File: src/sv/spq_pkg.sv
// Shared types and constants for the stable priority queue.
package spq_pkg;

  localparam int unsigned ValueW = 32;
  localparam int unsigned InPrioW = 8;
  localparam int unsigned StatusW = 2;
  localparam int unsigned OutCountW = 5;

  // Result status codes
  localparam logic [StatusW-1:0] StInserted = 2'd0;
  localparam logic [StatusW-1:0] StRemoved = 2'd1;
  localparam logic [StatusW-1:0] StUnderflow = 2'd2;
  localparam logic [StatusW-1:0] StOverflow = 2'd3;

  // Operation broadcast to every cell in the chain
  typedef struct packed {
    logic ins;
    logic rem;
  } cell_cmd_t;

endpackage

File: src/sv/spq_cell.sv
// One slot of the sorted chain: holds an entry and trades it with its neighbors.
module spq_cell import spq_pkg::*; #(
  parameter int PRIO_W = 8
) (
  input  logic                     clk_i,
  input  cell_cmd_t                cmd_i,
  input  logic                     occupied_i,
  input  logic signed [ValueW-1:0] new_value_i,
  input  logic [PRIO_W-1:0]        new_prio_i,
  input  logic signed [ValueW-1:0] left_value_i,
  input  logic [PRIO_W-1:0]        left_prio_i,
  input  logic                     left_yield_i,
  input  logic signed [ValueW-1:0] right_value_i,
  input  logic [PRIO_W-1:0]        right_prio_i,
  output logic signed [ValueW-1:0] value_o,
  output logic [PRIO_W-1:0]        prio_o,
  output logic                     yield_o
);

  logic signed [ValueW-1:0] value_q, value_d;
  logic [PRIO_W-1:0]        prio_q, prio_d;

  // Yield the slot when empty or holding a strictly larger priority number
  assign yield_o = !occupied_i || (prio_q > new_prio_i);

  // Shift toward head on remove; on insert take the left entry or the new one
  always_comb begin
    value_d = value_q;
    prio_d  = prio_q;
    priority if (cmd_i.rem) begin
      value_d = right_value_i;
      prio_d  = right_prio_i;
    end else if (cmd_i.ins) begin
      if (left_yield_i) begin
        value_d = left_value_i;
        prio_d  = left_prio_i;
      end else if (yield_o) begin
        value_d = new_value_i;
        prio_d  = new_prio_i;
      end
    end
  end

  // Hold the entry
  always_ff @(posedge clk_i) begin
    value_q <= value_d;
    prio_q  <= prio_d;
  end

  assign value_o = value_q;
  assign prio_o  = prio_q;

endmodule

File: src/sv/stable_priority_queue_core.sv
// Top level of the stable priority queue: cell chain, count and result register.
//
//  channel | ports                                         | direction
//  --------+-----------------------------------------------+----------
//  in      | in_valid_i, in_ready_o, mode_i, item_value_i,  | sink
//          | item_priority_i                               |
//  out     | out_valid_o, out_ready_i, status_o,            | source
//          | removed_value_o, entry_count_o                 |
//
// For each item, every cell compares the new priority against its own entry in
// parallel and the whole chain shifts in the cycle the item is accepted.
// The result appears in the output register on the next cycle.
// A new item is taken while the output register is empty or being drained.
// Reset empties the queue; entry contents are not cleared.
module stable_priority_queue_core import spq_pkg::*; #(
  parameter int DEPTH = 16,
  parameter int PRIORITY_BITS = 8
) (
  input  logic                        clk_i,
  input  logic                        rst_ni,
  input  logic                        in_valid_i,
  output logic                        in_ready_o,
  input  logic                        mode_i,
  input  logic signed [ValueW-1:0]    item_value_i,
  input  logic [InPrioW-1:0]          item_priority_i,
  output logic                        out_valid_o,
  input  logic                        out_ready_i,
  output logic [StatusW-1:0]          status_o,
  output logic signed [ValueW-1:0]    removed_value_o,
  output logic [OutCountW-1:0]        entry_count_o
);

  localparam int CntW = $clog2(DEPTH + 1);

  logic [CntW-1:0]          count_q, count_d;
  logic                     out_valid_q;
  logic [StatusW-1:0]       status_q, status_d;
  logic signed [ValueW-1:0] removed_q, removed_d;
  logic [CntW-1:0]          res_count_q;

  logic                     accept, full, empty, do_ins, do_rem;
  logic [PRIORITY_BITS+InPrioW-1:0] prio_ext;
  logic [PRIORITY_BITS-1:0] new_prio;
  cell_cmd_t                cmd;

  logic signed [ValueW-1:0] cell_value [DEPTH];
  logic [PRIORITY_BITS-1:0] cell_prio  [DEPTH];
  logic                     cell_yield [DEPTH];
  logic                     occupied   [DEPTH];

  logic [CntW+OutCountW-1:0] count_ext;

  // Decode the operation
  assign in_ready_o = !out_valid_q || out_ready_i;
  assign accept     = in_valid_i && in_ready_o;
  assign full       = (count_q == CntW'(DEPTH));
  assign empty      = (count_q == '0);
  assign do_ins     = accept && !mode_i && !full;
  assign do_rem     = accept && mode_i && !empty;
  assign cmd        = '{ins: do_ins, rem: do_rem};

  // Mask the priority to its configured width
  assign prio_ext = {{PRIORITY_BITS{1'b0}}, item_priority_i};
  assign new_prio = prio_ext[PRIORITY_BITS-1:0];

  // Build the chain of cells
  for (genvar i = 0; i < DEPTH; i++) begin : g_cell
    logic signed [ValueW-1:0] left_value, right_value;
    logic [PRIORITY_BITS-1:0] left_prio, right_prio;
    logic                     left_yield;

    assign occupied[i] = (CntW'(i) < count_q);

    if (i == 0) begin : g_head
      assign left_value = '0;
      assign left_prio  = '0;
      assign left_yield = 1'b0;
    end else begin : g_mid
      assign left_value = cell_value[i-1];
      assign left_prio  = cell_prio[i-1];
      assign left_yield = cell_yield[i-1];
    end

    if (i == DEPTH - 1) begin : g_tail
      assign right_value = cell_value[i];
      assign right_prio  = cell_prio[i];
    end else begin : g_body
      assign right_value = cell_value[i+1];
      assign right_prio  = cell_prio[i+1];
    end

    spq_cell #(
      .PRIO_W(PRIORITY_BITS)
    ) u_cell (
      .clk_i        (clk_i),
      .cmd_i        (cmd),
      .occupied_i   (occupied[i]),
      .new_value_i  (item_value_i),
      .new_prio_i   (new_prio),
      .left_value_i (left_value),
      .left_prio_i  (left_prio),
      .left_yield_i (left_yield),
      .right_value_i(right_value),
      .right_prio_i (right_prio),
      .value_o      (cell_value[i]),
      .prio_o       (cell_prio[i]),
      .yield_o      (cell_yield[i])
    );
  end

  // Advance the count and form the result
  always_comb begin
    count_d   = count_q;
    removed_d = '0;
    if (mode_i) begin
      if (empty) begin
        status_d = StUnderflow;
      end else begin
        status_d  = StRemoved;
        removed_d = cell_value[0];
        count_d   = count_q - CntW'(1);
      end
    end else begin
      if (full) begin
        status_d = StOverflow;
      end else begin
        status_d = StInserted;
        count_d  = count_q + CntW'(1);
      end
    end
  end

  // Hold the count and the output valid flag
  always_ff @(posedge clk_i or negedge rst_ni) begin
    if (!rst_ni) begin
      count_q     <= '0;
      out_valid_q <= 1'b0;
    end else begin
      if (accept) begin
        count_q <= count_d;
      end
      if (accept) begin
        out_valid_q <= 1'b1;
      end else if (out_ready_i) begin
        out_valid_q <= 1'b0;
      end
    end
  end

  // Capture the result payload
  always_ff @(posedge clk_i) begin
    if (accept) begin
      status_q    <= status_d;
      removed_q   <= removed_d;
      res_count_q <= count_d;
    end
  end

  assign count_ext       = {{OutCountW{1'b0}}, res_count_q};
  assign out_valid_o     = out_valid_q;
  assign status_o        = status_q;
  assign removed_value_o = removed_q;
  assign entry_count_o   = count_ext[OutCountW-1:0];

endmodule

File: config.mk
export PLATFORM = sky130hd
export DESIGN_NAME = stable_priority_queue_core
export DESIGN_NICKNAME = d
export VERILOG_FILES = /design/src/sv/spq_pkg.sv /design/src/sv/spq_cell.sv /design/src/sv/stable_priority_queue_core.sv
export SDC_FILE = /design/constraint.sdc
export NUM_CORES = 1
export LEC_CHECK = 0
export ABC_AREA = 1
export ABC_CLOCK_PERIOD_IN_PS = 5900
export BUFFER_PORTS_ARGS = -buffer_cell sky130_fd_sc_hd__buf_2
export CAP_MARGIN = 10
export CORE_AREA = 2 2 276 278
export DETAILED_ROUTE_END_ITERATION = 6
export DIE_AREA = 0 0 278 280
export PLACE_DENSITY = 0.73
export SLEW_MARGIN = 20
export SYNTH_ARGS = -nofsm -noshare
export SYNTH_HDL_FRONTEND = slang
export SYNTH_SLANG_ARGS = --single-unit
File: constraint.sdc
create_clock -name clk_i -period 5.9 [get_ports clk_i]
set_input_delay 0.295 -clock clk_i [delete_from_list [all_inputs] [get_ports clk_i]]
set_output_delay 0.295 -clock clk_i [all_outputs]
set_load 0.1 [all_outputs]
Yosys cells after proc, flatten, opt, wreduce, memory -nomap -nowiden --
Cells that the tools add are included. W data, S select, Z words.
Storage, ports and cells: register bits after elaboration 685, bits in latches 0, memory bits (writable) 0, memory bits (read-only) 0, input bits 45, output and inout bits 41, logic and storage cells 282, memories 0
Operators by class: add/sub/neg operators 2, multiply operators 0, div/mod/pow operators 0, order comparisons 32, equality and inequality tests 1, shift operators 0, mux-type cells 130, bitwise operators 2, reductions and logical operators 78
Operator list (count):
- $mux W32 | 61
- $mux W8 | 61
- $gt A8 B8 Y1 | 16
- $reduce_bool A3 Y1 | 14
- $lt A4 B5 Y1 const A | 8
- $reduce_and A2 Y1 | 15
- $logic_not A1 Y1 | 20
- $lt A3 B5 Y1 const A | 4
- $logic_or A1 B1 Y1 | 17
- $mux W5 | 3
- $lt A1 B5 Y1 const A | 2
- $lt A2 B5 Y1 const A | 2
- $reduce_bool A2 Y1 | 4
- $mux W2 | 3
- $add A5 B1 Y5 const B | 1
- $eq A5 B5 Y1 const B | 1
- $logic_and A1 B1 Y1 | 5
- $logic_not A5 Y1 | 1
- $sub A5 B1 Y5 const B | 1
- $reduce_and A3 Y1 | 1
- $mux W1 | 2
- $not A1 Y1 | 2
- $reduce_or A2 Y1 | 1

Logic depth before layout (Yosys ltp) --
Gate-level depths: netlist of run 1.
depth after elaboration 7, mapped depth 15, gate-level depth less buffers 14

By module --
Synthesis of run 1 repeated with hierarchy kept, for this count alone.
Second synthesis, totals: cell total of the unflattened synthesis 4427, area, all modules 38944.9 µm²
Modules (own cells, without submodules):
- spq_cell | instances 16, cells an instance 263, area each 2302.2 µm², sequential area each 1201.2 µm²
- stable_priority_queue_core | instances 1, cells an instance 219, area each 2109.5 µm², sequential area each 1321.3 µm²

Least setup slack after synthesis of run 1 --
No wires, ideal clock.
path kind register -> register, start point register out_valid_q (netlist: out_valid_o), end point register g_cell[14].u_cell.prio_q[0] (enable), setup time 0.437 ns, arrival time 5.445 ns, data required time 5.463 ns, path slack 0.018 ns, stages on the path, launching flop included 10, buffers on the path 2, clock period less this slack 5.882 ns, cell sequence dfrtp_1 nand2_1 nand2_1 inv_1 clkbuf_1 nand2_1 nand2_1 buf_2 inv_1 nor2_1
Between the ends: longest elaborated chain between the ends 7, elaborated cells on any way between the ends 10, classes of those cells 10 x reduce/logical
RTL lines:
- from (decl) | line stable_priority_queue_core.sv:36 | logic out_valid_q;
- from (signal assigned) | line stable_priority_queue_core.sv:137 | out_valid_q <= 1'b0;
- from (signal assigned) | line stable_priority_queue_core.sv:143 | out_valid_q <= 1'b1;
- from (signal assigned) | line stable_priority_queue_core.sv:145 | out_valid_q <= 1'b0;
- $logic_not A1 Y1 (*) | line stable_priority_queue_core.sv:54 | assign in_ready_o = !out_valid_q || out_ready_i;
- $logic_or A1 B1 Y1 (*) | line stable_priority_queue_core.sv:54
- via in_ready_o | line stable_priority_queue_core.sv:22 | output logic in_ready_o,
- $logic_and A1 B1 Y1 (*) | line stable_priority_queue_core.sv:55 | assign accept = in_valid_i && in_ready_o;
- via accept | line stable_priority_queue_core.sv:41 | logic accept, full, empty, do_ins, do_rem;
- $logic_and A1 B1 Y1, on equally long branches (2 in a row) | line stable_priority_queue_core.sv:59, stable_priority_queue_core.sv:58
- $reduce_bool A3 Y1 (no source line) / $reduce_bool A2 Y1 (equally long branches)
- $reduce_and A2 Y1 (no source line) (*)
- to (signal assigned) | line spq_cell.sv:47 | prio_q <= prio_d;
- to (decl) | line spq_cell.sv:21 | logic [PRIO_W-1:0] prio_q, prio_d;
The timed path passes the listed nets; every way through them passes the cells marked *. A chain may end at the register's enable or synchronous reset.

Worst setup path after layout of run 1 --
start point register count_q[0], end point register g_cell[8].u_cell.value_q[2] (data pin)
Between the ends: longest elaborated chain between the ends 6, elaborated cells on any way between the ends 9, classes of those cells 1 x order compare; 3 x mux; 5 x reduce/logical
RTL lines:
- from (decl) | line stable_priority_queue_core.sv:35 | logic [CntW-1:0] count_q, count_d;
- from (signal assigned) | line stable_priority_queue_core.sv:140 | count_q <= count_d;
- $lt A3 B5 Y1 | line stable_priority_queue_core.sv:72 | assign occupied[i] = (CntW'(i) < count_q);
- $logic_not A1 Y1 | line spq_cell.sv:24 | assign yield_o = !occupied_i || (prio_q > new_prio_i);
- $logic_or A1 B1 Y1 | line spq_cell.sv:24
- $mux W32 | line spq_cell.sv:34 | if (left_yield_i) begin
- $mux W32 | line spq_cell.sv:33 | end else if (cmd_i.ins) begin
- $mux W32 (*) | line spq_cell.sv:30 | priority if (cmd_i.rem) begin
- via g_cell[8].u_cell.value_d[2] | line spq_cell.sv:20 | logic signed [ValueW-1:0] value_q, value_d;
- to (signal assigned) | line spq_cell.sv:46 | value_q <= value_d;
- to (decl) | line spq_cell.sv:20
The timed path passes the listed nets; every way through them passes the cells marked *. The select of a mux whose other input is x is not followed.

==> flow_summary.yaml, run 1 <==
floorplanning:
  io_pins: 86
  start_util: 0.5421
  die_area_um2: 77840
  coreArea_um2: 75190
  num_rows: 101
  die_w_um: 278
  fp.dieH_um: 280
worst_setup_path:
  setup.worst_path.end_class: "flip-flop"
  required_ps: 6380
  path_class: "flip-flop to flip-flop"
  worstSetupStartpointType: "flip-flop"
  slowest_stage: "buf_12"
  path_delay_family: "buffers and inverters"
  crit_top_cell: "inv_2"
  worstPathCellList: "inv_2 > ha_1 > nand3_2 > nand2_4 > inv_2 > nand2_8 > buf_4 > buf_12 > nand3_1 > nand2_1"
  worstPathArrival_ps: 4640
  cp_num_buf_inv: 4
  cp_slowest_stage_delay_ps: 740
  critPathMaxFanout: 219
routing:
  first_iter_violations: 3532
  wl_per_cell_um: 16.16
  ant_nets: 0
  dr.pass1.iters: 6
  vias: 33070
  drt_wl_total_um: 99830
  viasPerCell: 5.353
  drc: 0
placement:
  dpl.hpwl_um: 65290
  dp_worst_setup_slack_ps: 1861
  place_congestion: 0.8382
  portBuffers: 85
finish:
  fillers: 6657
  nets: 5320
  layout-drive-gt1-share: 0.05328
  area_growth_pct: 8.290
  antenna_cells: 0
timing:
  slew_headroom: 0.2568
  setup_violations: 0
  maxSlewViolCount: 0
  fin_skew_ps: 13.87
  tightest_slew_ps: 1115
  fin_crit_ps: 4153
  period_share: 0.7040
  fin_ws_ps: 1747
  hold_viol_final: 0
  rsz0062_at_grt: "no"
  tns_ps: 0
  fmax_mhz: 240.8
clock_tree:
  cts_tree: "done"
  clk_path_buf_depth: 3
  clkLatencyLatePin_ps: 620
  cts-root-buf: "clkbuf_16"
  cts_resized: 0
  path_clk_slew_ps: 60
  cts_inserted_buffers: 74
  cts.sinks: 685
  cts_htree_levels: 3
logic_synthesis:
  synth.avg_cell_area_um2: 7.800
  synth_area_leader_cell: "edfxtp_1"
  synth_cell_type_count: 31
  synth_area_leaders: "edfxtp_1, nand2_1, nand3_1"
  synth_nets: 5403
  syn_inst: 5226
  synth_top_area_share: 0.5002
  ys_warn_count: 0
  ys_seq_area_frac: 0.5039
  ys_ff_latch: 685
  syn_area_um2: 40760
grt:
  grt-ovfl-total: 0
  grt_pass1_wl_um: 165000
  grt_max_degree: 264
  antenna_found_initial: 1
  grt_use_total: 0.2545
  grt_pass1_vias: 31220
pwr:
  ir_drop_mv: 0.3300
  p_per_area_nw_per_um2: 607.3
  leakagePower_uw: 0.02153
hold_path:
  hold_path_class: "input port to flip-flop"
flow_run:
  cap_violations: 0
run_status:
  status: "finished clean"
## synth_stat cells (all sizes together)
cell and count:
a21o 14, a21oi 38, a31oi 2, a41oi 1, buf 176, clkbuf 181, clkinv 1, dfrtp 6
edfxtp 679, ha 132, inv 679, nand2 1992, nand3 1129, nand4 18, nor2 74, nor3 1
o21a 1, o21ai 93, o221ai 1, o22ai 1, o2bb2ai 1, xnor2 2, xor2 4
## what timing repair did
item,CTS,global route
setup endpoints to repair,0,0
buffers inserted,0,0
endpoints found under the hold margin,39,0
hold buffers,35,0
## cell families after synthesis
group | after synthesis | share of synthesized area
adder cells (fa/ha/maj) | 132 | 0.04052
AND/OR/NAND/NOR | 3214 | 0.3326
AO/OA/AOI/OAI | 152 | 0.02026
buffers and inverters | 1037 | 0.1014
XOR/XNOR | 6 | 0.001289
flip-flops | 685 | 0.5039
## final timing paths
check                           depth (start not counted)  slack [ps]                                 endpoint                                     from
worst max-delay path                                   10        1750    g_cell[8].u_cell.value_o[2]$_DFFE_PP_                   count_q[0]$_DFFE_PN0P_
worst min-delay path                                    3          30   g_cell[0].u_cell.value_o[11]$_DFFE_PP_                         item_value_i[11]
worst max register to register                         10        1750    g_cell[8].u_cell.value_o[2]$_DFFE_PP_                   count_q[0]$_DFFE_PN0P_
worst min register to register                          2         520  g_cell[14].u_cell.value_o[25]$_DFFE_PP_  g_cell[15].u_cell.value_o[25]$_DFFE_PP_
max in group asynchronous                               2        5700                   count_q[0]$_DFFE_PN0P_                                   rst_ni
min in group asynchronous                               2          40                   count_q[3]$_DFFE_PN0P_                                   rst_ni
## stage by stage
stage	utilization	area, µm²	hold WS (ps)	std cells	total power (µW)
6_report	0.5871	44140	29.71	6177	26810
5_1_grt	0.5871	44140	13.28	6177	29050
4_1_cts	0.5867	44120	0.3194	6176	26770
3_5_place_dp	0.5531	41590	134.7	6009	22360
3_3_place_gp	0.5531	41590	135.7	6009	21920
2_1_floorplan	-	40760	-0.5911	5226	19240
## sequential cells by signal, summed over array words and instances (netlist names)
name,cells
g_cell.u_cell.value_o,512
g_cell.u_cell.prio_o,128
removed_value_o,32
count_q,5
entry_count_o,5
status_o,2
out_valid_o,1
## cell usage in the layout, fill, tap and decap left out, drive strengths merged, types with 14 or more instances in the layout
cell and instances:
nand4 18, nand3 1129, clkbuf 107, edfxtp 679
ha 132, nor2 74, inv 682, buf 163
dlygate4sd3 35, nand2 1992, o21ai 93, clkinv 22
a21o 14, a21oi 38
## worst min-delay path: cells and delay by family
| family | cells | cell delay [ps] |
|---|---|---|
| simple gates | 1 | 60 |
| buf+inv | 1 | 110 |
| compound gates | 1 | 60 |
## layout make-up
| cell class | count | area, µm² | share of cell area |
|---|---|---|---|
| multi-input cells | 3504 | 16170 | 0.3663 |
| clock buffers | 107 | 2057 | 0.04660 |
| repair buffers | 198 | 1469 | 0.03328 |
| clock inverters | 25 | 122.6 | 0.002778 |
| flip-flops and latches | 685 | 20540 | 0.4653 |
| well taps | 978 | 1224 | 0.02772 |
| inverters | 680 | 2560 | 0.05799 |
## routing by layer
metal / part of all wire / global-route usage / vias up / routed length (µm)
met5: 0 / 0 / - / 0
met4: 0.012 / 0.04796 / 0 / 1177
met3: 0.082 / 0.03889 / 86 / 8160
met2: 0.45 / 0.4035 / 1274 / 44510
met1: 0.46 / 0.3734 / 14960 / 45980
li1: - / - / 16750 / -
## where the power goes
group	switching, µW	total [µW]	internal [µW]
clock	1920	4330	2420
sequential	1240	10300	9100
combinational	8520	12100	3610
total	11700	26800	15100
No activity file was read; power rests on OpenSTA's default activity.
==> inputs of run 2 (changes only) <==
--- a/config.mk
+++ b/config.mk
@@ -6,7 +6,7 @@
 export NUM_CORES = 1
 export LEC_CHECK = 0
 export ABC_AREA = 1
-export ABC_CLOCK_PERIOD_IN_PS = 5900
+export ABC_CLOCK_PERIOD_IN_PS = 3950
 export BUFFER_PORTS_ARGS = -buffer_cell sky130_fd_sc_hd__buf_2
 export CAP_MARGIN = 10
 export CORE_AREA = 2 2 276 278
==> constraint.sdc (replaced) <==
create_clock -name clk_i -period 3.95 [get_ports clk_i]
set_input_delay 0.1975 -clock clk_i [delete_from_list [all_inputs] [get_ports clk_i]]
set_output_delay 0.1975 -clock clk_i [all_outputs]
set_load 0.1 [all_outputs]
==> flow_summary.yaml, run 2 (same netlist as run 1, synthesis figures left out) <==
timing:
  hold_viol_final: 0
  fin_crit_ps: 3222
  tightest_slew_ps: 1096
  rsz0062_at_grt: "no"
  setup_violations: 0
  period_share: 0.8157
  fmax_mhz: 310.3
  tns_ps: 0
  fin_skew_ps: 21.96
  whs_ps: 185.0
  slew_headroom: 0.2694
  maxSlewViolCount: 0
routing:
  drt_wl_total_um: 96970
  first_iter_violations: 3125
  vias: 32630
  wl_per_cell_um: 15.64
  drc: 0
  viasPerCell: 5.264
  dr.pass1.iters: 5
  ant_nets: 0
clock_tree:
  path_clk_slew_ps: 60
  clk_path_buf_depth: 3
  cts-root-buf: "clkbuf_16"
  cts_tree: "done"
  cts_inserted_buffers: 75
  clkLatencyLatePin_ps: 620
  cts.sinks: 685
  cts_htree_levels: 3
floorplanning:
  die_area_um2: 77840
  coreArea_um2: 75190
  io_pins: 86
  num_rows: 101
  die_w_um: 278
  start_util: 0.5421
  fp.dieH_um: 280
placement:
  place_congestion: 0.8280
  dpl.hpwl_um: 65330
  portBuffers: 85
  place_inst: 6023
run_status:
  status: "finished clean"
worst_setup_path:
  reg2regPathDepth: 10
  r2r-start: "count_q[4]$_DFFE_PN0P_"
  worstSetupStartpointType: "flip-flop"
  path_class: "flip-flop to flip-flop"
  timing.critical_path.from: "count_q[4]$_DFFE_PN0P_"
  worstPathArrival_ps: 3500
  r2r_end: "g_cell[2].u_cell.value_o[22]$_DFFE_PP_"
  required_ps: 4230
  critPathMaxFanout: 37
  endpoint: "g_cell[2].u_cell.value_o[22]$_DFFE_PP_"
  reg2reg_slack_ps: 730
  setup.worst_path.end_class: "flip-flop"
flow_run:
  cap_violations: 0
pwr:
  p_per_area_nw_per_um2: 902.1
  ir_drop_mv: 0.5900
  total_power_uw: 40070
  leakagePower_uw: 0.02167
hold_path:
  hold_path_class: "input port to flip-flop"
grt:
  grt_max_degree: 233
  grt-ovfl-total: 0
  grt_pass1_wl_um: 160800
  grt_pass1_vias: 30690
  antenna_found_initial: 0
  grt_use_total: 0.2469
finish:
  nets: 5343
  layout-drive-gt1-share: 0.05650
  fillers: 6750
  instances_no_fill: 6199
  final_common_cell: "nand2_1"
  utilization: 0.5908
  regArea_um2: 20540
  area_growth_pct: 8.972
  antenna_cells: 0
  largest_reg_flops: 512
  multi_input_area_um2: 16180
  layout_common_cells: "nand2_1, nand3_1, edfxtp_1"
[run 2: cell count changes in the layout (fill, tap and decap cells not counted), moves of 2 or more]
cell,previous run,this run
nand2_1,1986,1983
buf_4,70,84
nand2_2,4,7
clkinv_2,8,6
clkbuf_1,26,23
dlygate4sd3_1,35,44
clkbuf_16,75,78
[run 2: worst min path at each step]
stage / slack [ps] / end / depth (start not counted) / from
6_report: 190 / entry_count_o[4]$_DFFE_PP_ / 3 / mode_i
5_1_grt: 180 / entry_count_o[4]$_DFFE_PP_ / 3 / mode_i
4_1_cts: 140 / entry_count_o[4]$_DFFE_PP_ / 3 / mode_i
3_5_place_dp: 50 / out_valid_o$_DFFE_PN0P_ / 1 / rst_ni
3_3_place_gp: 50 / out_valid_o$_DFFE_PN0P_ / 1 / rst_ni
2_1_floorplan: -100 / count_q[0]$_DFFE_PN0P_ / 0 / rst_ni
[run 2: cell type report]
type,count,share of cell area
clock inverter,26,0.003943
tap,978,0.02755
inverter,680,0.05763
multi-input combinational,3504,0.3642
clock buffer,106,0.04743
timing repair buffer,220,0.03684
sequential,685,0.4624
[run 2: worst max-delay path: stages (launching register included)]
cell and delay, ps:
dfrtp_1 790, nor2_8 120, nand3_2 130, nand2_4 50, inv_2 120, nand2_8 210
inv_8 280, buf_4 420, o21ai_1 190, nand2_1 140, buf_4 350
[run 2: per-stage QoR]
step	worst slack, ps	instance area (µm²)
2_1_floorplan	-141.6	40790
3_3_place_gp	809.5	41700
3_5_place_dp	774.7	41700
4_1_cts	748.8	44420
5_1_grt	566.3	44420
6_report	727.8	44420
[run 2: per-layer routing]
metal | wire length, µm | track usage | vias to the layer above
met1 | 44840 | 0.3591 | 14670
met3 | 6405 | 0.02656 | 121
met5 | 0 | 0 | -
li1 | - | - | 16790
met4 | 1564 | 0.05738 | 0
met2 | 44160 | 0.3990 | 1056
[run 2: where the power goes]
part / switching (µW) / internal [µW]
registers: 1860 / 13600
logic: 12500 / 5450
clock network: 2880 / 3780
[run 2: timing repair]
| action | CTS | global route |
|---|---|---|
| endpoints found under the hold margin | 46 | 0 |
| hold buffers | 44 | 0 |
| gates resized for setup | 0 | 0 |
| setup buffers | 0 | 0 |
